$ cat src/sv/spectral_peak_interpolator_macros.svh
`ifndef SPECTRAL_PEAK_INTERPOLATOR_MACROS_SVH
`define SPECTRAL_PEAK_INTERPOLATOR_MACROS_SVH

`ifndef ASSERT_OFF
`define SPKINT_ASSERT(lbl, clk, rst_n, prop) \
	lbl: assert property (@(posedge clk) disable iff (!rst_n) (prop)) \
		else $error("spkint assertion failed");
`define SPKINT_ASSERT_NEXT(lbl, clk, rst_n, ante, cons) \
	lbl: assert property (@(posedge clk) disable iff (!rst_n) (ante) |=> (cons)) \
		else $error("spkint assertion failed");
`else
`define SPKINT_ASSERT(lbl, clk, rst_n, prop)
`define SPKINT_ASSERT_NEXT(lbl, clk, rst_n, ante, cons)
`endif

`endif

$ cat src/sv/spkint_pkg.sv
package spkint_pkg;

	localparam int MAG_W      = 16;
	localparam int BIN_W      = 7;
	localparam int FREQ_W     = 23;
	localparam int RATE_W     = 16;
	localparam int OUT_DATA_W = 48;
	localparam int DVD_W      = 31;
	localparam int DVS_W      = 17;
	localparam int REM_W      = DVS_W + 1;
	localparam int CNT_W      = $clog2(DVD_W);
	localparam int Q_W        = 7;
	localparam int POS_W      = BIN_W + 10;
	localparam int POSM_W     = BIN_W + 8;

	localparam int TRANSFORM_SIZE_DEF = 256;

	localparam logic [RATE_W-1:0] RATE_RESET = 16'd15037;
	localparam logic [FREQ_W-1:0] FREQ_MAX   = 23'h7FFFFF;

	typedef enum logic [2:0] {
		ST_SCAN,
		ST_DIV1,
		ST_MUL,
		ST_SCALE,
		ST_DONE
	} state_t;

	typedef struct packed {
		logic scan_en;
		logic frame_end;
		logic div_step;
		logic mul_en;
		logic scale_en;
		logic out_load;
	} dp_cmd_t;

	typedef struct packed {
		logic div_last;
	} dp_stat_t;

endpackage

$ cat src/sv/spkint_dp.sv
module spkint_dp #(
	parameter int TRANSFORM_SIZE = spkint_pkg::TRANSFORM_SIZE_DEF
) (
	input  logic                              clk,
	input  logic                              arst_n,
	input  spkint_pkg::dp_cmd_t               cmd,
	output spkint_pkg::dp_stat_t              stat,
	input  logic                              cfg_wr_en,
	input  logic [spkint_pkg::RATE_W-1:0]     cfg_wr_data,
	input  logic [spkint_pkg::MAG_W-1:0]      magnitude,
	output logic                              peak_found,
	output logic [spkint_pkg::BIN_W-1:0]      peak_bin,
	output logic [spkint_pkg::MAG_W-1:0]      peak_magnitude,
	output logic [spkint_pkg::FREQ_W-1:0]     frequency_q8
);
	import spkint_pkg::*;

	localparam int DIVISOR  = TRANSFORM_SIZE - 1;
	localparam int SCALE_SH = DVD_W + $clog2(DIVISOR);
	localparam int RECIP_W  = DVD_W + 1;
	localparam longint unsigned RECIP_FULL =
		((64'd1 << SCALE_SH) + 64'(DIVISOR) - 64'd1) / 64'(DIVISOR);
	localparam logic [RECIP_W-1:0] RECIP = RECIP_W'(RECIP_FULL);

	logic [RATE_W-1:0] rate_q;
	logic [MAG_W-1:0]  older_q, prev_q, best_mag_q, best_l_q, best_r_q;
	logic [BIN_W-1:0]  bin_q, best_idx_q;

	logic              is_peak;
	logic [MAG_W-1:0]  nb_mag, nb_l, nb_r, abs_diff;
	logic [BIN_W-1:0]  nb_idx;
	logic [REM_W-1:0]  den;

	logic              found_q, sign_q;
	logic [BIN_W-1:0]  job_idx_q;
	logic [MAG_W-1:0]  job_mag_q;

	logic [DVD_W-1:0]  dvd_q;
	logic [DVS_W-1:0]  dvs_q;
	logic [REM_W-1:0]  rem_q, rem_sh;
	logic [CNT_W-1:0]  cnt_q;
	logic              ge;

	logic [POS_W-1:0]  dq_ext, pos;
	logic [POSM_W-1:0] pos_mag;
	logic [DVD_W-1:0]  prod;

	logic [DVD_W+RECIP_W-1:0] scaled;
	logic [DVD_W-1:0]         quo;

	always_ff @(posedge clk or negedge arst_n) begin
		if (!arst_n) begin
			rate_q <= RATE_RESET;
		end else if (cfg_wr_en) begin
			rate_q <= cfg_wr_data;
		end
	end

	always_comb begin
		is_peak = (bin_q >= BIN_W'(2)) && (older_q < prev_q) && (prev_q > magnitude) &&
			(prev_q > best_mag_q);
		nb_mag  = is_peak ? prev_q : best_mag_q;
		nb_l    = is_peak ? older_q : best_l_q;
		nb_r    = is_peak ? magnitude : best_r_q;
		nb_idx  = is_peak ? bin_q - BIN_W'(1) : best_idx_q;
		abs_diff = (nb_l > nb_r) ? nb_l - nb_r : nb_r - nb_l;
		den = {1'b0, nb_mag, 1'b0} - {2'b0, nb_l} - {2'b0, nb_r};
	end

	always_ff @(posedge clk or negedge arst_n) begin
		if (!arst_n) begin
			older_q    <= '0;
			prev_q     <= '0;
			bin_q      <= '0;
			best_mag_q <= '0;
			best_l_q   <= '0;
			best_r_q   <= '0;
			best_idx_q <= '0;
		end else if (cmd.scan_en) begin
			if (cmd.frame_end) begin
				older_q    <= '0;
				prev_q     <= '0;
				bin_q      <= '0;
				best_mag_q <= '0;
				best_l_q   <= '0;
				best_r_q   <= '0;
				best_idx_q <= '0;
			end else begin
				older_q    <= prev_q;
				prev_q     <= magnitude;
				bin_q      <= bin_q + BIN_W'(1);
				best_mag_q <= nb_mag;
				best_l_q   <= nb_l;
				best_r_q   <= nb_r;
				best_idx_q <= nb_idx;
			end
		end
	end

	always_ff @(posedge clk) begin
		if (cmd.frame_end) begin
			found_q   <= (nb_mag != '0);
			sign_q    <= (nb_r > nb_l);
			job_idx_q <= nb_idx;
			job_mag_q <= nb_mag;
		end
	end

	always_comb begin
		rem_sh = {rem_q[REM_W-2:0], dvd_q[DVD_W-1]};
		ge     = (rem_sh >= {1'b0, dvs_q});
		dq_ext = {{(POS_W-Q_W){1'b0}}, dvd_q[Q_W-1:0]};
		pos    = {2'b0, job_idx_q, 8'b0} + (sign_q ? dq_ext : (~dq_ext + POS_W'(1)));
		pos_mag = pos[POS_W-1] ? '0 : pos[POSM_W-1:0];
		prod   = {{(DVD_W-POSM_W){1'b0}}, pos_mag} * {{(DVD_W-RATE_W){1'b0}}, rate_q};
		scaled = {{RECIP_W{1'b0}}, dvd_q} * {{DVD_W{1'b0}}, RECIP};
		quo    = DVD_W'(scaled >> SCALE_SH);
	end

	always_ff @(posedge clk) begin
		if (cmd.frame_end) begin
			dvd_q <= {{(DVD_W-MAG_W-7){1'b0}}, abs_diff, 7'b0};
			dvs_q <= den[DVS_W-1:0];
			rem_q <= '0;
		end else if (cmd.mul_en) begin
			dvd_q <= prod;
		end else if (cmd.scale_en) begin
			dvd_q <= quo;
		end else if (cmd.div_step) begin
			rem_q <= ge ? rem_sh - {1'b0, dvs_q} : rem_sh;
			dvd_q <= {dvd_q[DVD_W-2:0], ge};
		end
	end

	always_ff @(posedge clk or negedge arst_n) begin
		if (!arst_n) begin
			cnt_q <= '0;
		end else if (cmd.frame_end) begin
			cnt_q <= '0;
		end else if (cmd.div_step) begin
			cnt_q <= cnt_q + CNT_W'(1);
		end
	end

	assign stat.div_last = (cnt_q == CNT_W'(DVD_W - 1));

	always_ff @(posedge clk) begin
		if (cmd.out_load) begin
			peak_found     <= found_q;
			peak_bin       <= found_q ? job_idx_q : '0;
			peak_magnitude <= found_q ? job_mag_q : '0;
			if (!found_q) begin
				frequency_q8 <= '0;
			end else if (dvd_q > {{(DVD_W-FREQ_W){1'b0}}, FREQ_MAX}) begin
				frequency_q8 <= FREQ_MAX;
			end else begin
				frequency_q8 <= dvd_q[FREQ_W-1:0];
			end
		end
	end

endmodule

$ cat src/sv/spkint_ctrl.sv
`include "spectral_peak_interpolator_macros.svh"

module spkint_ctrl (
	input  logic                  clk,
	input  logic                  arst_n,
	input  logic                  s_tvalid,
	input  logic                  s_tlast,
	output logic                  s_tready,
	output logic                  m_tvalid,
	input  logic                  m_tready,
	output spkint_pkg::dp_cmd_t   cmd,
	input  spkint_pkg::dp_stat_t  stat
);
	import spkint_pkg::*;

	state_t state_q, state_d;
	logic   m_tvalid_q;

	always_ff @(posedge clk or negedge arst_n) begin
		if (!arst_n) begin
			state_q <= ST_SCAN;
		end else begin
			state_q <= state_d;
		end
	end

	always_comb begin
		state_d  = state_q;
		s_tready = 1'b0;
		cmd      = '0;
		case (state_q)
			ST_SCAN: begin
				s_tready = 1'b1;
				if (s_tvalid) begin
					cmd.scan_en = 1'b1;
					if (s_tlast) begin
						cmd.frame_end = 1'b1;
						state_d       = ST_DIV1;
					end
				end
			end
			ST_DIV1: begin
				cmd.div_step = 1'b1;
				if (stat.div_last) begin
					state_d = ST_MUL;
				end
			end
			ST_MUL: begin
				cmd.mul_en = 1'b1;
				state_d    = ST_SCALE;
			end
			ST_SCALE: begin
				cmd.scale_en = 1'b1;
				state_d      = ST_DONE;
			end
			ST_DONE: begin
				if (!m_tvalid_q || m_tready) begin
					cmd.out_load = 1'b1;
					state_d      = ST_SCAN;
				end
			end
			default: begin
				state_d = ST_SCAN;
			end
		endcase
	end

	always_ff @(posedge clk or negedge arst_n) begin
		if (!arst_n) begin
			m_tvalid_q <= 1'b0;
		end else if (cmd.out_load) begin
			m_tvalid_q <= 1'b1;
		end else if (m_tready) begin
			m_tvalid_q <= 1'b0;
		end
	end

	assign m_tvalid = m_tvalid_q;

	`SPKINT_ASSERT_NEXT(a_last_starts_div, clk, arst_n, s_tvalid && s_tready && s_tlast, state_q == ST_DIV1)
	`SPKINT_ASSERT_NEXT(a_div1_to_mul, clk, arst_n, state_q == ST_DIV1 && stat.div_last, state_q == ST_MUL)
	`SPKINT_ASSERT(a_result_from_done, clk, arst_n, $rose(m_tvalid_q) |-> $past(state_q) == ST_DONE)
	`SPKINT_ASSERT_NEXT(a_done_holds, clk, arst_n, state_q == ST_DONE && m_tvalid_q && !m_tready, state_q == ST_DONE)

endmodule

$ cat src/sv/spectral_peak_interpolator.sv
// Spectral peak finder with parabolic refinement. Magnitudes stream in one bin
// per request, bin 0 first, with tlast on the final bin, and are taken one per
// cycle while scanning. After the last bin the block stops taking requests: an
// iterative radix-2 divider runs 31 steps for the parabolic offset, a multiply
// step scales the refined bin position by sample_rate_hz, a scale step divides
// by TRANSFORM_SIZE-1 with a reciprocal multiply, and a final step moves the
// result to the output register. That last step waits while the previous result
// has not been taken; otherwise scanning of the next frame starts while a result
// waits. One result comes per frame; peak_found (tuser) is 0 and all fields
// are 0 when the frame had no interior strict local maximum. The frequency is
// in Hz with 8 fraction bits and saturates at its full scale.
module spectral_peak_interpolator #(
	parameter int TRANSFORM_SIZE = spkint_pkg::TRANSFORM_SIZE_DEF
) (
	input  logic                               clk,
	input  logic                               arst_n,
	input  logic                               cfg_wr_en,
	input  logic [spkint_pkg::RATE_W-1:0]      cfg_wr_data,     // sample_rate_hz
	input  logic                               s_tvalid,
	output logic                               s_tready,
	input  logic [spkint_pkg::MAG_W-1:0]       s_tdata,         // magnitude
	input  logic                               s_tlast,
	output logic                               m_tvalid,
	input  logic                               m_tready,
	// peak_bin, peak_magnitude, frequency_q8
	output logic [spkint_pkg::OUT_DATA_W-1:0]  m_tdata,
	output logic                               m_tuser          // peak_found
);
	import spkint_pkg::*;

	dp_cmd_t            cmd;
	dp_stat_t           stat;
	logic [BIN_W-1:0]   peak_bin;
	logic [MAG_W-1:0]   peak_magnitude;
	logic [FREQ_W-1:0]  frequency_q8;

	spkint_ctrl u_ctrl (
		.clk      (clk),
		.arst_n   (arst_n),
		.s_tvalid (s_tvalid),
		.s_tlast  (s_tlast),
		.s_tready (s_tready),
		.m_tvalid (m_tvalid),
		.m_tready (m_tready),
		.cmd      (cmd),
		.stat     (stat)
	);

	spkint_dp #(
		.TRANSFORM_SIZE (TRANSFORM_SIZE)
	) u_dp (
		.clk            (clk),
		.arst_n         (arst_n),
		.cmd            (cmd),
		.stat           (stat),
		.cfg_wr_en      (cfg_wr_en),
		.cfg_wr_data    (cfg_wr_data),
		.magnitude      (s_tdata),
		.peak_found     (m_tuser),
		.peak_bin       (peak_bin),
		.peak_magnitude (peak_magnitude),
		.frequency_q8   (frequency_q8)
	);

	assign m_tdata = {{(OUT_DATA_W-FREQ_W-MAG_W-BIN_W){1'b0}}, frequency_q8, peak_magnitude,
		peak_bin};

endmodule
$ cat config.mk
export PLATFORM = sky130hd
export DESIGN_NAME = spectral_peak_interpolator
export DESIGN_NICKNAME = d
export VERILOG_FILES = /design/src/sv/spkint_pkg.sv /design/src/sv/spkint_dp.sv /design/src/sv/spkint_ctrl.sv /design/src/sv/spectral_peak_interpolator.sv
export VERILOG_INCLUDE_DIRS = /design/src /design/src/sv
export SDC_FILE = /design/constraint.sdc
export NUM_CORES = 2
export LEC_CHECK = 0
export BUFFER_PORTS_ARGS = -buffer_cell sky130_fd_sc_hd__buf_4
export CAP_MARGIN = 20
export CORE_MARGIN = 3
export CORE_UTILIZATION = 40
export CTS_BUF_LIST = sky130_fd_sc_hd__clkbuf_2
export DETAILED_ROUTE_END_ITERATION = 8
export SYNTH_ARGS = -nofsm -noshare
export SYNTH_HDL_FRONTEND = slang
export SYNTH_SLANG_ARGS = --single-unit
$ cat constraint.sdc
create_clock -name clk -period 25.8 [get_ports clk]
set_input_delay 2.58 -clock clk [delete_from_list [all_inputs] [get_ports clk]]
set_output_delay 2.58 -clock clk [all_outputs]
set_load 0.1 [all_outputs]
==> out/summary.txt <==
================================================================================
Run status                                                          finished clean
Slew at the pin closest to its max-slew limit                            1120 ps
Yosys Warn Count                                                               0
Sink Count                                                                   256
Final hold violation count                                                     0
R2r setup slk                                                          14,800 ps
Number of buffers inserted by port buffering                                  86
TritonRoute pass-1 iters                                                       5
Die height                                                                275 um
Top-level port count                                                          89
Number of nets with antenna violations after detailed routing                  0
Met2 Routed Length                                                       36.4 mm
TritonCTS buffer count                                                        70
Worst-path clk slew                                                       100 ps
Number of nets in the layout                                               3,943
Library cell with the largest summed area after synthesis                   ha_1
Die area                                                            75,500 sq um
Proportion of layout cells with a drive suffix above 1                    0.0891
Sequential cell area fraction in the yosys report                          0.235
Kind of start point of the critical path                                    flop
Metal1 wirelength                                                        35.0 mm
Path category of the worst min-delay check                            reg -> reg
Die Width                                                                 275 um
Setup repair after global routing missed its margin                           no
Required @ worst endpoint                                              26,670 ps
Total Routing Usage GR                                                     0.207
Worst Setup SP                                                      u_dp.dvd_q[0]
Critical register-to-register path endpoint                         u_dp.dvd_q[29]
Highest Signal Layer                                                        met4
Cells taking the most area after synthesis                          ha_1, fa_1, edfxtp_1
Global-route wire length before repair                                    124 mm
Largest net degree at the start of global routing                             73
HPWL after detailed placement                                            60.4 mm
Launching point of the worst reg2reg path                           u_dp.dvd_q[0]
Fin. max-slew vios                                                             0
Cell Area, Placed                                                   30,500 sq um
Detailed-routed wire length on met3                                      4.10 mm
Post-route setup TNS                                                        0 ps
Post-synthesis instance total                                              3,159
Arrival time worst endpoint                                            11,880 ps
Max-cap check violation count                                                  0
CTS-repair resized insts                                                       0
Total wire length after detailed routing                                 77.4 mm
Critical Path End Type                                                      flop
Core ar.                                                            70,900 sq um
Register-to-Register Path Depth                                               39
Area taken by flip-flops and latches                                  6780 sq um
Fraction of registers with async set or reset after synthesis              0.465
Critical path class                                                   reg -> reg
Area Overhead vs Synth                                                     7.75%
Post-DR vias/cell                                                           5.35
Critical path destination                                           u_dp.dvd_q[29]
Critical Path Max Stage Delay                                             810 ps
Aggregate global routing overflow                                              0
Slew margin rel.                                                           0.254
Flip-flop and latch count after synthesis                                    256
Number of antenna violations at the first check in global routing              3
Number of failing setup endpoints in the final timing report                   0
Count of flip-flops with a built-in enable after synthesis                   105
Min Tclk post-route                                                    11,000 ps
Critical Path Slowest Stage Cell                                          nor2_1
Highest net fanout along the worst path                                       16
Routed wirelength normalized by instance count                           18.3 um
Setup bufs post-CTS                                                            0
Cell with the most instances on the worst path                             inv_1
Area of the multi-input gates                                       19,800 sq um
H-tree depth                                                                   3
Number of vias in the routed layout                                       22,600
Post-Synthesis Mean Instance Area                                     9.15 sq um
Prevailing post-synth register cell                                      dfrtp_1
Setup clock skew after layout                                            96.1 ps
Design area                                                         31,200 sq um
Filler cell count in the final layout                                      7,043
Initial standard-cell utilization of the core                              0.408
Share of the synthesized area in the top cell type                         0.187
Hold buffer count at CTS                                                       0
Max Fclk                                                              0.0909 GHz
CTS Buffer Depth                                                               3
Drt drc                                                                        0
Number of core rows                                                           97
Starting DRC count in detailed routing                                     1,549
Number of global-route vias before repair                                 22,400
TritonCTS clock tree                                                       built
Number of unique standard cell types used by synthesis                        79
Post-route clock period utilization                                        0.426
Post-synthesis cell area                                            28,900 sq um
CTS root buffer                                                         clkbuf_2
Routability Congestion                                                     0.903
Skew-Pair Late Insertion Delay                                           1030 ps
================================================================================
==> registers in the layout, summed over array words and instances (netlist names) <==
register / count
u_dp.peak_bin: 7
u_dp.rem_q: 17
u_dp.rate_q: 16
u_dp.sign_q: 1
u_dp.older_q: 16
u_ctrl.m_tvalid: 1
u_dp.job_mag_q: 16
u_dp.frequency_q8: 23
u_dp.prev_q: 16
u_dp.best_idx_q: 7
u_ctrl.state_q: 3
u_dp.found_q: 1
u_dp.best_r_q: 16
u_dp.bin_q: 7
u_dp.best_l_q: 16
u_dp.dvs_q: 17
u_dp.dvd_q: 31
u_dp.cnt_q: 5
u_dp.job_idx_q: 7
u_dp.peak_found: 1
u_dp.best_mag_q: 16
u_dp.peak_magnitude: 16
==> layout make-up <==
class | instances | share of cell area
Sequential cell | 256 | 0.218
Clock inverter | 18 | 0.00293
Tap cell | 940 | 0.0378
Clock buffer | 108 | 0.0173
Inverter | 497 | 0.0599
Antenna cell | 2 | 0.000161
Timing Repair Buffer | 116 | 0.0283
Multi-Input combinational cell | 2292 | 0.636
==> cell usage after synthesis (20+ instances only) <==
master	n
xor2_1	32
a211oi_1	21
fa_1	239
o21a_1	31
a21oi_1	181
edfxtp_1	105
dfxtp_1	32
clkbuf_1	95
o31ai_1	25
xnor2_1	67
inv_1	494
nand2b_1	23
o22ai_1	23
nor2b_1	20
a21o_1	55
o21ai_0	171
mux2i_1	46
ha_1	433
nand4_1	42
nand3_1	52
nand2_1	265
nor3_1	35
dfrtp_1	109
mux2_2	21
and2_1	174
nor2_1	139
==> stage by stage <==
stage / cells / setup WS (ps) / util / hold slack (ps)
after global placement: 4097 / 14980 / 0.430 / 460
final: 4229 / 14800 / 0.440 / 476
after CTS: 4223 / 14750 / 0.439 / 483
after detailed placement: 4097 / 14780 / 0.430 / 469
after global routing: 4229 / 14040 / 0.440 / 507
after floorplan: 3160 / 16380 / - / 424
==> layout by cell type (no fill, tap or decap), types with 15 or more instances in the layout <==
| cell type | netlist | final |
|---|---|---|
| nor3_1 | 35 | 34 |
| nand4_1 | 42 | 42 |
| xnor2_1 | 67 | 67 |
| dfrtp_1 | 109 | 109 |
| a211oi_1 | 21 | 21 |
| ha_1 | 433 | 433 |
| clkbuf_2 | 0 | 108 |
| o21a_1 | 31 | 31 |
| edfxtp_1 | 105 | 105 |
| nor2_1 | 139 | 139 |
| xor2_1 | 32 | 32 |
| mux2_2 | 21 | 21 |
| buf_4 | 2 | 113 |
| o31ai_1 | 25 | 25 |
| and2_1 | 174 | 174 |
| inv_1 | 494 | 494 |
| o21ai_0 | 171 | 171 |
| o211ai_1 | 15 | 15 |
| a21oi_1 | 181 | 180 |
| o21bai_1 | 16 | 16 |
| nor2b_1 | 20 | 20 |
| dfxtp_1 | 32 | 32 |
| a21o_1 | 55 | 55 |
| fa_1 | 239 | 239 |
| nand2b_1 | 23 | 23 |
| nand3_1 | 52 | 52 |
| nand2_1 | 265 | 264 |
| mux2i_1 | 46 | 46 |
| o22ai_1 | 23 | 23 |
==> cells by family (layout without fill, tap and decap cells) <==
| family | count (synthesis) | count (layout) | synth area share |
|---|---|---|---|
| simple gates | 809 | 809 | 0.138 |
| compound gates | 643 | 643 | 0.139 |
| buf+inv | 612 | 739 | 0.0810 |
| other cells | 1 | 4 | 0.000130 |
| flops | 256 | 256 | 0.235 |
| mux | 67 | 67 | 0.0241 |
| fa+ha+maj | 672 | 672 | 0.353 |
| xor+xnor | 99 | 99 | 0.0300 |
==> per-layer routing <==
metal | vias up | global-route usage
li1 | 10900 | -
met1 | 11000 | 0.283
met2 | 580 | 0.343
met3 | 139 | 0.0331
met4 | 0 | 0.0553
met5 | - | 0
==> critical path: cells and delay by family, from the launching register on <==
family                   cells  cell delay [ps]
AND/OR/NAND/NOR              7             2440
adder cells (fa/ha/maj)     10             3770
XOR/XNOR                     1              160
multiplexers                 1              510
flip-flops                   1              440
buffers and inverters        8              670
AO/OA/AOI/OAI               12             2860
==> worst min path at each step <==
stage | from | to | slack, ps | cells past startpoint
2_1_floorplan | u_dp.found_q | u_dp.peak_found | 420 | 0
3_3_place_gp | u_dp.rem_q[8] | u_dp.rem_q[8] | 460 | 2
3_5_place_dp | u_dp.rem_q[8] | u_dp.rem_q[8] | 470 | 2
4_1_cts | u_dp.rem_q[8] | u_dp.rem_q[8] | 480 | 2
5_1_grt | u_dp.best_r_q[9] | u_dp.best_r_q[9] | 510 | 2
6_report | u_dp.rem_q[8] | u_dp.rem_q[8] | 480 | 2
Power is not shown: default switching activity piles up to over one toggle a cycle in this logic, so the estimate is an artifact.
